===== src/spa_pkg.sv =====
// shared types and constants for the sparse polynomial arithmetic block
`default_nettype none

package spa_pkg;

   localparam int MAX_TERMS   = 8;
   localparam int IDX_W       = (MAX_TERMS > 1) ? $clog2(MAX_TERMS) : 1;
   localparam int CNT_W       = $clog2(MAX_TERMS + 1);
   localparam int PROD_DEPTH  = MAX_TERMS * MAX_TERMS;
   localparam int PADDR_W     = (PROD_DEPTH > 1) ? $clog2(PROD_DEPTH) : 1;
   localparam int PCNT_W      = $clog2(PROD_DEPTH + 1);

   localparam int OP_W        = 3;
   localparam int COEF_W      = 16;
   localparam int POWER_W     = 8;
   localparam int RES_COEF_W  = 40;
   localparam int RES_POWER_W = 9;

   localparam logic [OP_W-1:0] OP_LOAD_FIRST  = 3'd0;
   localparam logic [OP_W-1:0] OP_LOAD_SECOND = 3'd1;
   localparam logic [OP_W-1:0] OP_ADD         = 3'd2;
   localparam logic [OP_W-1:0] OP_SUB         = 3'd3;
   localparam logic [OP_W-1:0] OP_MUL         = 3'd4;
   localparam logic [OP_W-1:0] OP_CLEAR       = 3'd5;

   typedef struct packed {
      logic [OP_W-1:0]           op;
      logic signed [COEF_W-1:0]  term_coef;
      logic [POWER_W-1:0]        term_power;
   } req_type;

   typedef struct packed {
      logic signed [RES_COEF_W-1:0] res_coef;
      logic [RES_POWER_W-1:0]       res_power;
      logic                         last;
      logic                         none;
   } rsp_type;

   typedef struct packed {
      logic signed [RES_COEF_W-1:0] coef;
      logic [RES_POWER_W-1:0]       power;
   } prod_entry_type;

   typedef struct packed {
      logic                 en;
      logic [PADDR_W-1:0]   addr;
      prod_entry_type       data;
   } prod_wr_type;

endpackage

`default_nettype wire


===== src/spa_prod_ram.sv =====
// product term store: one write port, one registered read port
`default_nettype none

module spa_prod_ram (
   input  logic                          clock,
   input  spa_pkg::prod_wr_type          wr,
   input  logic [spa_pkg::PADDR_W-1:0]   rd_addr,
   output spa_pkg::prod_entry_type       rd_data
);
   import spa_pkg::*;

   prod_entry_type mem [PROD_DEPTH];
   prod_entry_type rd_data_ff;

   always_ff @(posedge clock) begin
      if (wr.en) begin
         mem[wr.addr] <= wr.data;
      end
      rd_data_ff <= mem[rd_addr];
   end

   assign rd_data = rd_data_ff;

endmodule

`default_nettype wire


===== src/sparse_polynomial_arithmetic.sv =====
// top level of the sparse polynomial add, subtract and multiply block
// usage:
//  - req channel takes one command word per handshake: load a term into the first or
//    second list, add, subtract, multiply or clear both lists
//  - loads and clear give no rsp word; a load into a full list is dropped
//  - add and subtract walk both lists with two pointers, one rsp word per cycle while
//    rsp_stall is low
//  - multiply runs each term pair through the multiplier and scans the product store
//    for a matching power (S_SCAN, S_CMP per entry), then reads out each word through
//    S_EMIT_RD and S_EMIT_WR
//  - req_stall is high for the whole of a compute command
//  - every rsp word sits in an output register; the next command is taken while the
//    last word of a result still waits there
//  - an empty result gives one word with none and last set
//  - rsp_stall simply holds a pending word in the output register and freezes the walk or read-out
//  - synchronous reset empties both lists and drops any pending rsp word; no clearing
//    pass is needed, stored terms past the counts are never read
`default_nettype none

module sparse_polynomial_arithmetic (
   input  logic               clock,
   input  logic               reset,
   input  logic               req_valid,
   output logic               req_stall,
   input  spa_pkg::req_type   req_data,
   output logic               rsp_valid,
   input  logic               rsp_stall,
   output spa_pkg::rsp_type   rsp_data
);
   import spa_pkg::*;

   typedef enum logic [2:0] {
      S_IDLE,
      S_MERGE,
      S_MUL,
      S_SCAN,
      S_CMP,
      S_EMIT_RD,
      S_EMIT_WR
   } state_type;

   // control registers
   state_type               state_ff,     state_in;
   logic [CNT_W-1:0]        first_cnt_ff, first_cnt_in;
   logic [CNT_W-1:0]        second_cnt_ff, second_cnt_in;
   logic [CNT_W-1:0]        a_ff,         a_in;
   logic [CNT_W-1:0]        b_ff,         b_in;
   logic [PCNT_W-1:0]       m_ff,         m_in;
   logic [PCNT_W-1:0]       n_ff,         n_in;
   logic                    sub_ff,       sub_in;
   logic                    rsp_valid_ff, rsp_valid_in;

   // payload registers
   logic signed [COEF_W-1:0]     first_coef_ff   [MAX_TERMS];
   logic signed [COEF_W-1:0]     first_coef_in   [MAX_TERMS];
   logic [POWER_W-1:0]           first_power_ff  [MAX_TERMS];
   logic [POWER_W-1:0]           first_power_in  [MAX_TERMS];
   logic signed [COEF_W-1:0]     second_coef_ff  [MAX_TERMS];
   logic signed [COEF_W-1:0]     second_coef_in  [MAX_TERMS];
   logic [POWER_W-1:0]           second_power_ff [MAX_TERMS];
   logic [POWER_W-1:0]           second_power_in [MAX_TERMS];
   logic signed [RES_COEF_W-1:0] prod_ff,        prod_in;
   logic [RES_POWER_W-1:0]       pow_ff,         pow_in;
   rsp_type                      rsp_ff,         rsp_in;

   // product store
   prod_wr_type                  prod_wr;
   prod_entry_type               prod_rd;

   // datapath
   logic                         accept;
   logic                         out_free;
   logic signed [COEF_W-1:0]     fa_coef;
   logic [POWER_W-1:0]           fa_power;
   logic signed [COEF_W-1:0]     sb_coef;
   logic [POWER_W-1:0]           sb_power;
   logic signed [RES_COEF_W-1:0] ca_ext;
   logic signed [RES_COEF_W-1:0] cb_ext;
   logic signed [RES_COEF_W-1:0] cb_sel;
   logic signed [2*COEF_W-1:0]   mul_full;
   logic                         a_live;
   logic                         b_live;
   logic                         take_a;
   logic                         take_b;
   logic [CNT_W-1:0]             a_next;
   logic [CNT_W-1:0]             b_next;
   logic                         merge_done;
   logic signed [RES_COEF_W-1:0] merge_coef;
   logic [RES_POWER_W-1:0]       merge_power;
   logic                         pair_last_b;
   logic                         pair_last;
   logic [PCNT_W-1:0]            m_next;

   assign accept   = req_valid && !req_stall;
   assign out_free = !rsp_valid_ff || !rsp_stall;

   // one read index per list, shared by the merge walk and the pair loop
   assign fa_coef  = first_coef_ff[a_ff[IDX_W-1:0]];
   assign fa_power = first_power_ff[a_ff[IDX_W-1:0]];
   assign sb_coef  = second_coef_ff[b_ff[IDX_W-1:0]];
   assign sb_power = second_power_ff[b_ff[IDX_W-1:0]];

   assign ca_ext   = RES_COEF_W'(fa_coef);
   assign cb_ext   = RES_COEF_W'(sb_coef);
   assign cb_sel   = sub_ff ? -cb_ext : cb_ext;
   assign mul_full = fa_coef * sb_coef;

   // two-pointer choice for add and subtract
   assign a_live = (a_ff < first_cnt_ff);
   assign b_live = (b_ff < second_cnt_ff);

   always_comb begin
      take_a      = 1'b0;
      take_b      = 1'b0;
      merge_coef  = cb_sel;
      merge_power = {1'b0, sb_power};
      priority if (a_live && b_live && (fa_power == sb_power)) begin
         take_a     = 1'b1;
         take_b     = 1'b1;
         merge_coef = ca_ext + cb_sel;
         merge_power = {1'b0, fa_power};
      end else if (a_live && (!b_live || (fa_power > sb_power))) begin
         take_a      = 1'b1;
         merge_coef  = ca_ext;
         merge_power = {1'b0, fa_power};
      end else begin
         take_b = b_live;
      end
   end

   assign a_next     = a_ff + CNT_W'(take_a);
   assign b_next     = b_ff + CNT_W'(take_b);
   assign merge_done = !(a_next < first_cnt_ff) && !(b_next < second_cnt_ff);

   // pair loop: first list outer, second list inner
   assign pair_last_b = ((b_ff + CNT_W'(1)) == second_cnt_ff);
   assign pair_last   = pair_last_b && ((a_ff + CNT_W'(1)) == first_cnt_ff);
   assign m_next      = m_ff + PCNT_W'(1);

   always_comb begin
      state_in        = state_ff;
      first_cnt_in    = first_cnt_ff;
      second_cnt_in   = second_cnt_ff;
      a_in            = a_ff;
      b_in            = b_ff;
      m_in            = m_ff;
      n_in            = n_ff;
      sub_in          = sub_ff;
      first_coef_in   = first_coef_ff;
      first_power_in  = first_power_ff;
      second_coef_in  = second_coef_ff;
      second_power_in = second_power_ff;
      prod_in         = prod_ff;
      pow_in          = pow_ff;
      rsp_in          = rsp_ff;
      rsp_valid_in    = rsp_valid_ff && rsp_stall;
      prod_wr         = '0;

      unique case (state_ff)
         S_IDLE: begin
            if (accept) begin
               unique case (req_data.op)
                  OP_LOAD_FIRST: begin
                     if (first_cnt_ff < CNT_W'(MAX_TERMS)) begin
                        first_coef_in[first_cnt_ff[IDX_W-1:0]]  = req_data.term_coef;
                        first_power_in[first_cnt_ff[IDX_W-1:0]] = req_data.term_power;
                        first_cnt_in = first_cnt_ff + CNT_W'(1);
                     end
                  end
                  OP_LOAD_SECOND: begin
                     if (second_cnt_ff < CNT_W'(MAX_TERMS)) begin
                        second_coef_in[second_cnt_ff[IDX_W-1:0]]  = req_data.term_coef;
                        second_power_in[second_cnt_ff[IDX_W-1:0]] = req_data.term_power;
                        second_cnt_in = second_cnt_ff + CNT_W'(1);
                     end
                  end
                  OP_ADD, OP_SUB: begin
                     a_in     = '0;
                     b_in     = '0;
                     sub_in   = (req_data.op == OP_SUB);
                     state_in = S_MERGE;
                  end
                  OP_MUL: begin
                     a_in = '0;
                     b_in = '0;
                     m_in = '0;
                     n_in = '0;
                     if ((first_cnt_ff == '0) || (second_cnt_ff == '0)) begin
                        state_in = S_EMIT_RD;
                     end else begin
                        state_in = S_MUL;
                     end
                  end
                  OP_CLEAR: begin
                     first_cnt_in  = '0;
                     second_cnt_in = '0;
                  end
                  default: begin
                  end
               endcase
            end
         end

         S_MERGE: begin
            if (out_free) begin
               rsp_valid_in = 1'b1;
               if (!a_live && !b_live) begin
                  rsp_in   = '{res_coef: '0, res_power: '0, last: 1'b1, none: 1'b1};
                  state_in = S_IDLE;
               end else begin
                  rsp_in = '{res_coef: merge_coef, res_power: merge_power,
                             last: merge_done, none: 1'b0};
                  a_in   = a_next;
                  b_in   = b_next;
                  if (merge_done) begin
                     state_in = S_IDLE;
                  end
               end
            end
         end

         S_MUL: begin
            prod_in  = RES_COEF_W'(mul_full);
            pow_in   = {1'b0, fa_power} + {1'b0, sb_power};
            m_in     = '0;
            state_in = S_SCAN;
         end

         S_SCAN, S_CMP: begin
            if ((state_ff == S_SCAN) && (m_ff != n_ff)) begin
               state_in = S_CMP;
            end else if ((state_ff == S_CMP) && (prod_rd.power != pow_ff)) begin
               m_in     = m_next;
               state_in = S_SCAN;
            end else begin
               // fold into a matching entry, or append a new power at the end
               if (state_ff == S_CMP) begin
                  prod_wr.en         = 1'b1;
                  prod_wr.addr       = m_ff[PADDR_W-1:0];
                  prod_wr.data.coef  = prod_rd.coef + prod_ff;
                  prod_wr.data.power = pow_ff;
               end else if (n_ff < PCNT_W'(PROD_DEPTH)) begin
                  prod_wr.en         = 1'b1;
                  prod_wr.addr       = n_ff[PADDR_W-1:0];
                  prod_wr.data.coef  = prod_ff;
                  prod_wr.data.power = pow_ff;
                  n_in               = n_ff + PCNT_W'(1);
               end
               m_in = '0;
               if (pair_last) begin
                  state_in = S_EMIT_RD;
               end else if (pair_last_b) begin
                  a_in     = a_ff + CNT_W'(1);
                  b_in     = '0;
                  state_in = S_MUL;
               end else begin
                  b_in     = b_ff + CNT_W'(1);
                  state_in = S_MUL;
               end
            end
         end

         S_EMIT_RD: begin
            state_in = S_EMIT_WR;
         end

         S_EMIT_WR: begin
            if (out_free) begin
               rsp_valid_in = 1'b1;
               if (n_ff == '0) begin
                  rsp_in   = '{res_coef: '0, res_power: '0, last: 1'b1, none: 1'b1};
                  state_in = S_IDLE;
               end else begin
                  rsp_in = '{res_coef: prod_rd.coef, res_power: prod_rd.power,
                             last: (m_next == n_ff), none: 1'b0};
                  m_in   = m_next;
                  if (m_next == n_ff) begin
                     state_in = S_IDLE;
                  end else begin
                     state_in = S_EMIT_RD;
                  end
               end
            end
         end

         default: begin
            state_in = S_IDLE;
         end
      endcase
   end

   always_ff @(posedge clock) begin
      if (reset) begin
         state_ff      <= S_IDLE;
         first_cnt_ff  <= '0;
         second_cnt_ff <= '0;
         a_ff          <= '0;
         b_ff          <= '0;
         m_ff          <= '0;
         n_ff          <= '0;
         sub_ff        <= 1'b0;
         rsp_valid_ff  <= 1'b0;
      end else begin
         state_ff      <= state_in;
         first_cnt_ff  <= first_cnt_in;
         second_cnt_ff <= second_cnt_in;
         a_ff          <= a_in;
         b_ff          <= b_in;
         m_ff          <= m_in;
         n_ff          <= n_in;
         sub_ff        <= sub_in;
         rsp_valid_ff  <= rsp_valid_in;
      end
      first_coef_ff   <= first_coef_in;
      first_power_ff  <= first_power_in;
      second_coef_ff  <= second_coef_in;
      second_power_ff <= second_power_in;
      prod_ff         <= prod_in;
      pow_ff          <= pow_in;
      rsp_ff          <= rsp_in;
   end

   spa_prod_ram u_prod_ram (
      .clock   (clock),
      .wr      (prod_wr),
      .rd_addr (m_ff[PADDR_W-1:0]),
      .rd_data (prod_rd)
   );

   assign req_stall = (state_ff != S_IDLE);
   assign rsp_valid = rsp_valid_ff;
   assign rsp_data  = rsp_ff;

`ifndef SYNTHESIS
   // list fill never passes capacity
   a_list_bound: assert property (@(posedge clock) disable iff (reset)
      (first_cnt_ff <= CNT_W'(MAX_TERMS)) && (second_cnt_ff <= CNT_W'(MAX_TERMS)))
      else $error("term list count beyond capacity");

   // the store scan never runs past the filled entries
   a_scan_bound: assert property (@(posedge clock) disable iff (reset)
      ((state_ff == S_SCAN) || (state_ff == S_CMP)) |-> (m_ff <= n_ff) &&
      (n_ff <= PCNT_W'(PROD_DEPTH)))
      else $error("product scan index beyond store fill");

   // an empty-result word always closes its result
   a_none_last: assert property (@(posedge clock) disable iff (reset)
      (rsp_valid_ff && rsp_ff.none) |-> rsp_ff.last)
      else $error("empty-result word without last");

   // a stalled output word is never overwritten by the walk
   a_out_hold: assert property (@(posedge clock) disable iff (reset)
      (rsp_valid_ff && rsp_stall) |=> (rsp_valid_ff && $stable(rsp_ff)))
      else $error("pending rsp word overwritten");
`endif

endmodule

`default_nettype wire


===== config.mk =====
export PLATFORM = sky130hd
export DESIGN_NAME = sparse_polynomial_arithmetic
export DESIGN_NICKNAME = d
export VERILOG_FILES = /design/src/spa_pkg.sv /design/src/spa_prod_ram.sv /design/src/sparse_polynomial_arithmetic.sv
export SDC_FILE = /design/constraint.sdc
export NUM_CORES = 2
export LEC_CHECK = 0
export ABC_AREA = 1
export BUFFER_PORTS_ARGS = -buffer_cell sky130_fd_sc_hd__buf_2
export CAP_MARGIN = 20
export CORE_MARGIN = 2
export CORE_UTILIZATION = 55
export DETAILED_ROUTE_END_ITERATION = 10
export GPL_ROUTABILITY_DRIVEN = 0
export MAX_ROUTING_LAYER = met4
export PLACE_DENSITY = 0.73
export SLEW_MARGIN = 0
export SYNTH_ARGS = -nofsm -noshare
export SYNTH_HDL_FRONTEND = slang
export SYNTH_SLANG_ARGS = --single-unit

===== constraint.sdc =====
create_clock -name clock -period 6.2 [get_ports clock]
set_clock_uncertainty 0.2 [all_clocks]
set_input_delay 0.93 -clock clock [delete_from_list [all_inputs] [get_ports clock]]
set_output_delay 0.93 -clock clock [all_outputs]
set_load 0.02 [all_outputs]

======== After elaboration in Yosys (flattened, before gate mapping) ========
Memories as Yosys holds them, arrays and structs flattened. A register that Yosys moved wholly into a read port is not among the register bits.
Cells that the tools add are included.
W data, S select, Z words.
storage, ports and cells
  register bits ........................... 511
  bits in writable memories ............... 3136
  bits of input ports ..................... 31
  logic and storage cells ................. 254
  memories kept ........................... 1
memory list
  memory          words  width  read ports  clocked after memory_dff  write ports  RTL line            text
  u_prod_ram.mem  64     49     1           1                         1            spa_prod_ram.sv:12  prod_entry_type mem [PROD_DEPTH];
cells by class
  add/sub/neg operators ................... 12
  multipliers ............................. 1
  magnitude comparators ................... 14
  eq/ne operators ......................... 34
  muxes and demuxes ....................... 92
  bitwise logic cells ..................... 4
  reductions and logical operators ........ 49
operators by type and width
  kind                   count
  $mux W56               5
  $bwmux W128            2
  $mux W51               4
  $bwmux W64             2
  $mux W40               3
  $pmux W51 S2           1
  $bmux W16 S3           2
  $demux W16 S3          2
  $mux W16               6
  $mux W7                10
  $mux W4                16
  $mux W8                8
  $bmux W8 S3            2
  $demux W8 S3           2
  $add A16 B40 Y40       1
  $add A40 B32 Y40       1
  $neg A16 Y40           1
  $mux W3                11
  $mul A16 B16 Y32       1
  $ne A2 B2 Y1 const B   14
  $pmux W7 S4            1
  $pmux W4 S3            2
  $pmux W3 S6            1
  $add A4 B1 Y4 const B  4
  43 further kinds       104

======== Depth between registers and ports, before layout ========
  depth after elaboration ................. 17
  depth in mapped cells ................... 32
  gate-level depth less buffers ........... 29

======== Cells and area by module ========
Synthesis repeated with hierarchy kept, for this count alone.
unflattened totals
  cell total of the unflattened synthesis .. 14979
  area total of the unflattened synthesis .. 165417.4 µm²
modules (own cells, without submodules)
  module                        instances  cells each  area an instance (µm²)  sequential area each (µm²)
  spa_prod_ram                  1          10338       126241.1                95151.3
  sparse_polynomial_arithmetic  1          4641        39176.3                 14994.4

======== Worst setup path after synthesis ========
Ideal clock, no wire load.
  kind .................................... reg-to-reg
  start point ............................. register a_ff[0]
  end point ............................... register prod_ff[29] (data pin)
  arrival time ............................ 6.316 ns
  data required time ...................... 5.738 ns
  path slack .............................. -0.578 ns
  cell stages (with the launch flop) ...... 27
  buffers on the path ..................... 1
  clock period less this slack ............ 6.778 ns
  path through ............................ dfxtp_1 > buf_2 > inv_2 > nor2_1 > o32ai_1 > inv_1 > o21a_1 > inv_1 > nand2_1 > fa_1 > inv_1 > fa_1 > inv_1 > fa_1 > fa_1 > fa_1 > fa_1 > inv_1 > ha_1 > nand2_1 > nor2_1 > inv_1 > nor3_1 > nand2_1 > o211ai_1 > a21oi_1 > xor2_1
between the ends
  word-level cells in the longest chain between the ends .. 5
ends and longest elaborated chain
  item                                          RTL line                             text
  start, declared                               sparse_polynomial_arithmetic.sv:46   logic [CNT_W-1:0] a_ff, a_in;
  start signal, assigned                        sparse_polynomial_arithmetic.sv:307  a_ff <= a_in;
  $not A3 Y4 (not written as such)              sparse_polynomial_arithmetic.sv:98   assign fa_coef = first_coef_ff[a_ff[IDX_W-1:0]];
  $bmux W16 S3                                  sparse_polynomial_arithmetic.sv:98
  $mux W16 (not written as such) (2 in series)  sparse_polynomial_arithmetic.sv:98
  $mul A16 B16 Y32                              sparse_polynomial_arithmetic.sv:106  assign mul_full = fa_coef * sb_coef;
  net mul_full[29]                              sparse_polynomial_arithmetic.sv:80   logic signed [2*COEF_W-1:0] mul_full;
  end signal, assigned                          sparse_polynomial_arithmetic.sv:318  prod_ff <= prod_in;
  end, declared                                 sparse_polynomial_arithmetic.sv:62   logic signed [RES_COEF_W-1:0] prod_ff, prod_in;
The timed path passes the listed nets, and every way through them passes these cells. The select of a mux whose other input is x is not followed.
A chain may end at the register's enable or synchronous reset.

======== Worst setup path after layout ========
Same ends and word-level chain as after synthesis.

==> implementation parameters <==
Parameter                              Value

Global route
  Total routing resource utilization after global routing ... 30.9%
  Maximum number of pins on one net before global-route repair ... 191
  Overflow left after global routing ... 0
  Number of antenna violations at the first check in global routing ... 24
  Global-route wire length before repair ... 680000 µm
  Via count of the first global-routing pass ... 108982

Worst setup path
  Most used cell, CP ... sky130_fd_sc_hd__fa_1
  Kind of end point of the critical path ... flop
  Critical register-to-register path endpoint ... prod_ff[29]
  Worst setup path startpoint ... a_ff[0]
  Worst-path maximum fanout ... 8
  Critical path launch point type ... flop
  FF-to-FF Start ... a_ff[0]
  Cell class contributing the biggest share of worst-path delay ... adder cells
  Delay of the slowest critical-path stage ... 560 ps
  Depth of the critical timing path with buffers and inverters included ... 29
  Data arrival time of the critical path ... roughly 7300 ps
  Worst-case reg-to-reg path depth ... 29
  Flop-to-flop setup slack ... -640 ps
  Data required time of the critical path ... 6670 ps
  Number of buffers and inverters on the critical path ... 11
  End point of the critical path ... prod_ff[29]
  Slowest cell on the critical path ... sky130_fd_sc_hd__fa_1
  Critical Setup Path Class ... reg2reg

Final layout
  Finished Layout Cells ... about 18000
  Commonest non-fill, non-tap cell in the layout ... sky130_fd_sc_hd__edfxtp_1
  Fraction of final layout cells with drive strength greater than 1 ... 12.3%
  # nets final ... 14512
  P&R area growth vs syn ... 14.1%
  Most frequent cells in the layout ... sky130_fd_sc_hd__edfxtp_1, sky130_fd_sc_hd__nor2_1, sky130_fd_sc_hd__o21ai_0, sky130_fd_sc_hd__o22ai_1, sky130_fd_sc_hd__nand2_1

Floorplanning
  Number of top-level pins ... 84
  Die Wd ... 547 µm
  Std cell rows ... 199
  Total Die Area ... 299000 µm²
  Initial core utilization ... 55.2%
  Total core area ... 294000 µm²
  Die Ht ... 547 µm

Logic synthesis
  Avg Cell Area, Syn ... 11.8 µm²
  Synthesis warning total ... 0
  Share of the synthesized area in the top cell type ... around two thirds
  Most used DFF post-synth ... sky130_fd_sc_hd__edfxtp_1
  Post-synthesis register bit count ... between 3000 and 4000
  Count of unique library cells instantiated by Yosys ... 59
  Mapped cell area ... 162000 µm²
  Async S/R FF share, synth ... 0%
  Largest area contributor in the synthesized netlist ... sky130_fd_sc_hd__edfxtp_1
  Count of mapped cells out of synthesis ... 13760
  Post-synth net total ... 14262
  Share of synthesized area occupied by flip-flops and latches ... between 60% and 70%
  Number of flops mapped to enable cells by yosys ... 3612
  Leading cell types by total area after synthesis ... sky130_fd_sc_hd__edfxtp_1, sky130_fd_sc_hd__o21ai_0, sky130_fd_sc_hd__nor2_1, sky130_fd_sc_hd__o22ai_1, sky130_fd_sc_hd__fa_1

Flow run
  Max Cap Viol ... 0

Route
  Number of nets with antenna violations after detailed routing ... 0
  Overall via count from detail_route ... 114739
  Mean routed wirelength per cell ... 25.4 µm
  Post-Route WL ... 463000 µm
  Number of DRC markers in iteration 0 ... about 17000
  Met2 wirelength from detailed routing ... between 200000 and 250000 µm
  Amount of wire on met3 after detailed routing ... 58400 µm
  Post-detailed-route via-to-cell ratio ... 6.29
  Post-detailed-route DRC marker count ... 2
  Pre-Repair DR Iteration Count ... 11
  Topmost layer with routed signal wires ... met4
  M1 WL ... 172000 µm

CTS
  Total clock buffers created by CTS ... 367
  # hold bufs at CTS ... 0
  Maximum number of buffers from clock root to sink ... 4
  Worst-skew pair later-pin latency ... 980 ps
  CTS tree ... built
  CTS H-tree lvls ... 5
  Cell at the root of the clock tree ... sky130_fd_sc_hd__clkbuf_16
  Register clock-pin slew on the reported worst setup and hold paths ... roughly 70 ps
  Clock sink count ... 3696

Timing
  Final worst-path cycle share ... 110%
  Setup repair after global routing missed its margin ... true
  Final hold viol count ... 0
  Number of max-slew violations in the final report ... 0
  Transition at the pin with the smallest max-transition slack ... 1140 ps
  Setup violation total in the final timing report ... 21
  Final total negative setup slack ... -9820 ps
  Worst relative slew slack ... 23.8%
  Final worst setup slack ... -644 ps
  Period minus WS final ... 6840 ps
  Fmax achieved ... roughly 150 MHz

Run status
  Status ... complete, but fails checks
  Violated checks ... design-rule violations, negative setup slack

Place
  HPWL Detailed ... 266000 µm
  Number of buffer cells added on primary ports ... 83
  Worst slack after detailed placement ... -575 ps
  Dpl cells ... 17490

Worst hold path
  Class of the tightest hold or removal check ... in2reg
-- what timing repair did --
item | in CTS | in global routing
gates cloned | 6 | 1
pin swaps | 91 | 99
setup endpoints to repair | 23 | 23
resized for setup | 229 | 225
setup buffers | 25 | 28
-- per-layer routing --
| metal | vias up | track usage (%) |
|---|---|---|
| li1 | 49955 | - |
| met2 | 7690 | 47.4 |
| met5 | - | - |
| met1 | 55825 | 41.1 |
| met4 | 0 | 11.3 |
| met3 | 1269 | 6.18 |
-- worst register-to-register path: cells and delay by family (launching register included) --
family / cells / cell delay, ps
AO/OA/AOI/OAI: 5 / 890
XOR/XNOR: 1 / 160
adder cells (fa/ha/maj): 7 / 3370
buffers and inverters: 11 / 1120
flip-flops: 1 / 380
AND/OR/NAND/NOR: 5 / 490
-- cell families after synthesis --
family | synth area share, %
flip-flops | 68.0
buffers and inverters | 3.96
AO/OA/AOI/OAI | 12.8
XOR/XNOR | 0.443
AND/OR/NAND/NOR | 9.97
adder cells (fa/ha/maj) | 4.86
-- metrics by stage --
stage | utilization (%) | area [µm²] | hold slack, ps
3_5_place_dp | 58.1 | 171000 | 304
5_1_grt | 63.0 | 185000 | 184
3_3_place_gp | 58.1 | 171000 | 298
6_report | 63.0 | 185000 | 176
2_1_floorplan | - | 162000 | 281
4_1_cts | 62.5 | 184000 | 121
-- worst min-delay path by stage --
| stage | from | to | slack, ps | cells after the start |
|---|---|---|---|---|
| 6_report | req_data[26] | first_cnt_ff[1] | 180 | 4 |
| 3_3_place_gp | m_ff[6] | m_ff[6] | 300 | 2 |
| 5_1_grt | req_data[5] | second_power_ff[13] | 180 | 1 |
| 4_1_cts | req_data[26] | first_cnt_ff[1] | 120 | 4 |
| 3_5_place_dp | m_ff[6] | m_ff[6] | 300 | 2 |
| 2_1_floorplan | m_ff[6] | m_ff[6] | 280 | 2 |
-- Yosys cell counts, types with 25 or more instances --
| master | instances |
|---|---|
| sky130_fd_sc_hd__dfxtp_1 | 84 |
| sky130_fd_sc_hd__buf_2 | 181 |
| sky130_fd_sc_hd__xnor2_1 | 25 |
| sky130_fd_sc_hd__nand2_1 | 1010 |
| sky130_fd_sc_hd__o21ai_0 | 2309 |
| sky130_fd_sc_hd__nand4_1 | 28 |
| sky130_fd_sc_hd__o21ai_1 | 27 |
| sky130_fd_sc_hd__inv_1 | 758 |
| sky130_fd_sc_hd__a21oi_1 | 262 |
| sky130_fd_sc_hd__ha_1 | 206 |
| sky130_fd_sc_hd__buf_1 | 29 |
| sky130_fd_sc_hd__nor2_1 | 2703 |
| sky130_fd_sc_hd__o22ai_1 | 1010 |
| sky130_fd_sc_hd__o21bai_1 | 26 |
| sky130_fd_sc_hd__nor3_1 | 60 |
| sky130_fd_sc_hd__fa_1 | 265 |
| sky130_fd_sc_hd__o32ai_1 | 51 |
| sky130_fd_sc_hd__nand3_1 | 236 |
| sky130_fd_sc_hd__xor2_1 | 57 |
| sky130_fd_sc_hd__clkbuf_1 | 598 |
| sky130_fd_sc_hd__edfxtp_1 | 3612 |
-- cell type report --
type                            count  area (µm²)
Multi-Input combinational cell   8448       47900
Antenna cell                       15        37.5
Fill cell                       21218      109000
Clock buffer                      477        9900
Tap cell                         3919        4900
Timing Repair Buffer              714        6970
Sequential cell                  3696      110000
Clock inverter                    199        2020
Inverter                          783        3060
-- flip-flops by register name, indices dropped and copies added (netlist names) --
name                flops
a_ff                    4
first_power_ff         64
second_coef_ff        128
rsp_valid               1
m_ff                    7
n_ff                    7
prod_ff                32
sub_ff                  1
pow_ff                  9
b_ff                    4
second_power_ff        64
first_coef_ff         128
state_ff                3
u_prod_ram.rd_data     49
u_prod_ram.mem       3136
rsp_data               51
second_cnt_ff           4
first_cnt_ff            4
Power is left out: the tool's default activity adds up to more than one toggle a clock period on the data nets, which glitch-free logic cannot reach.
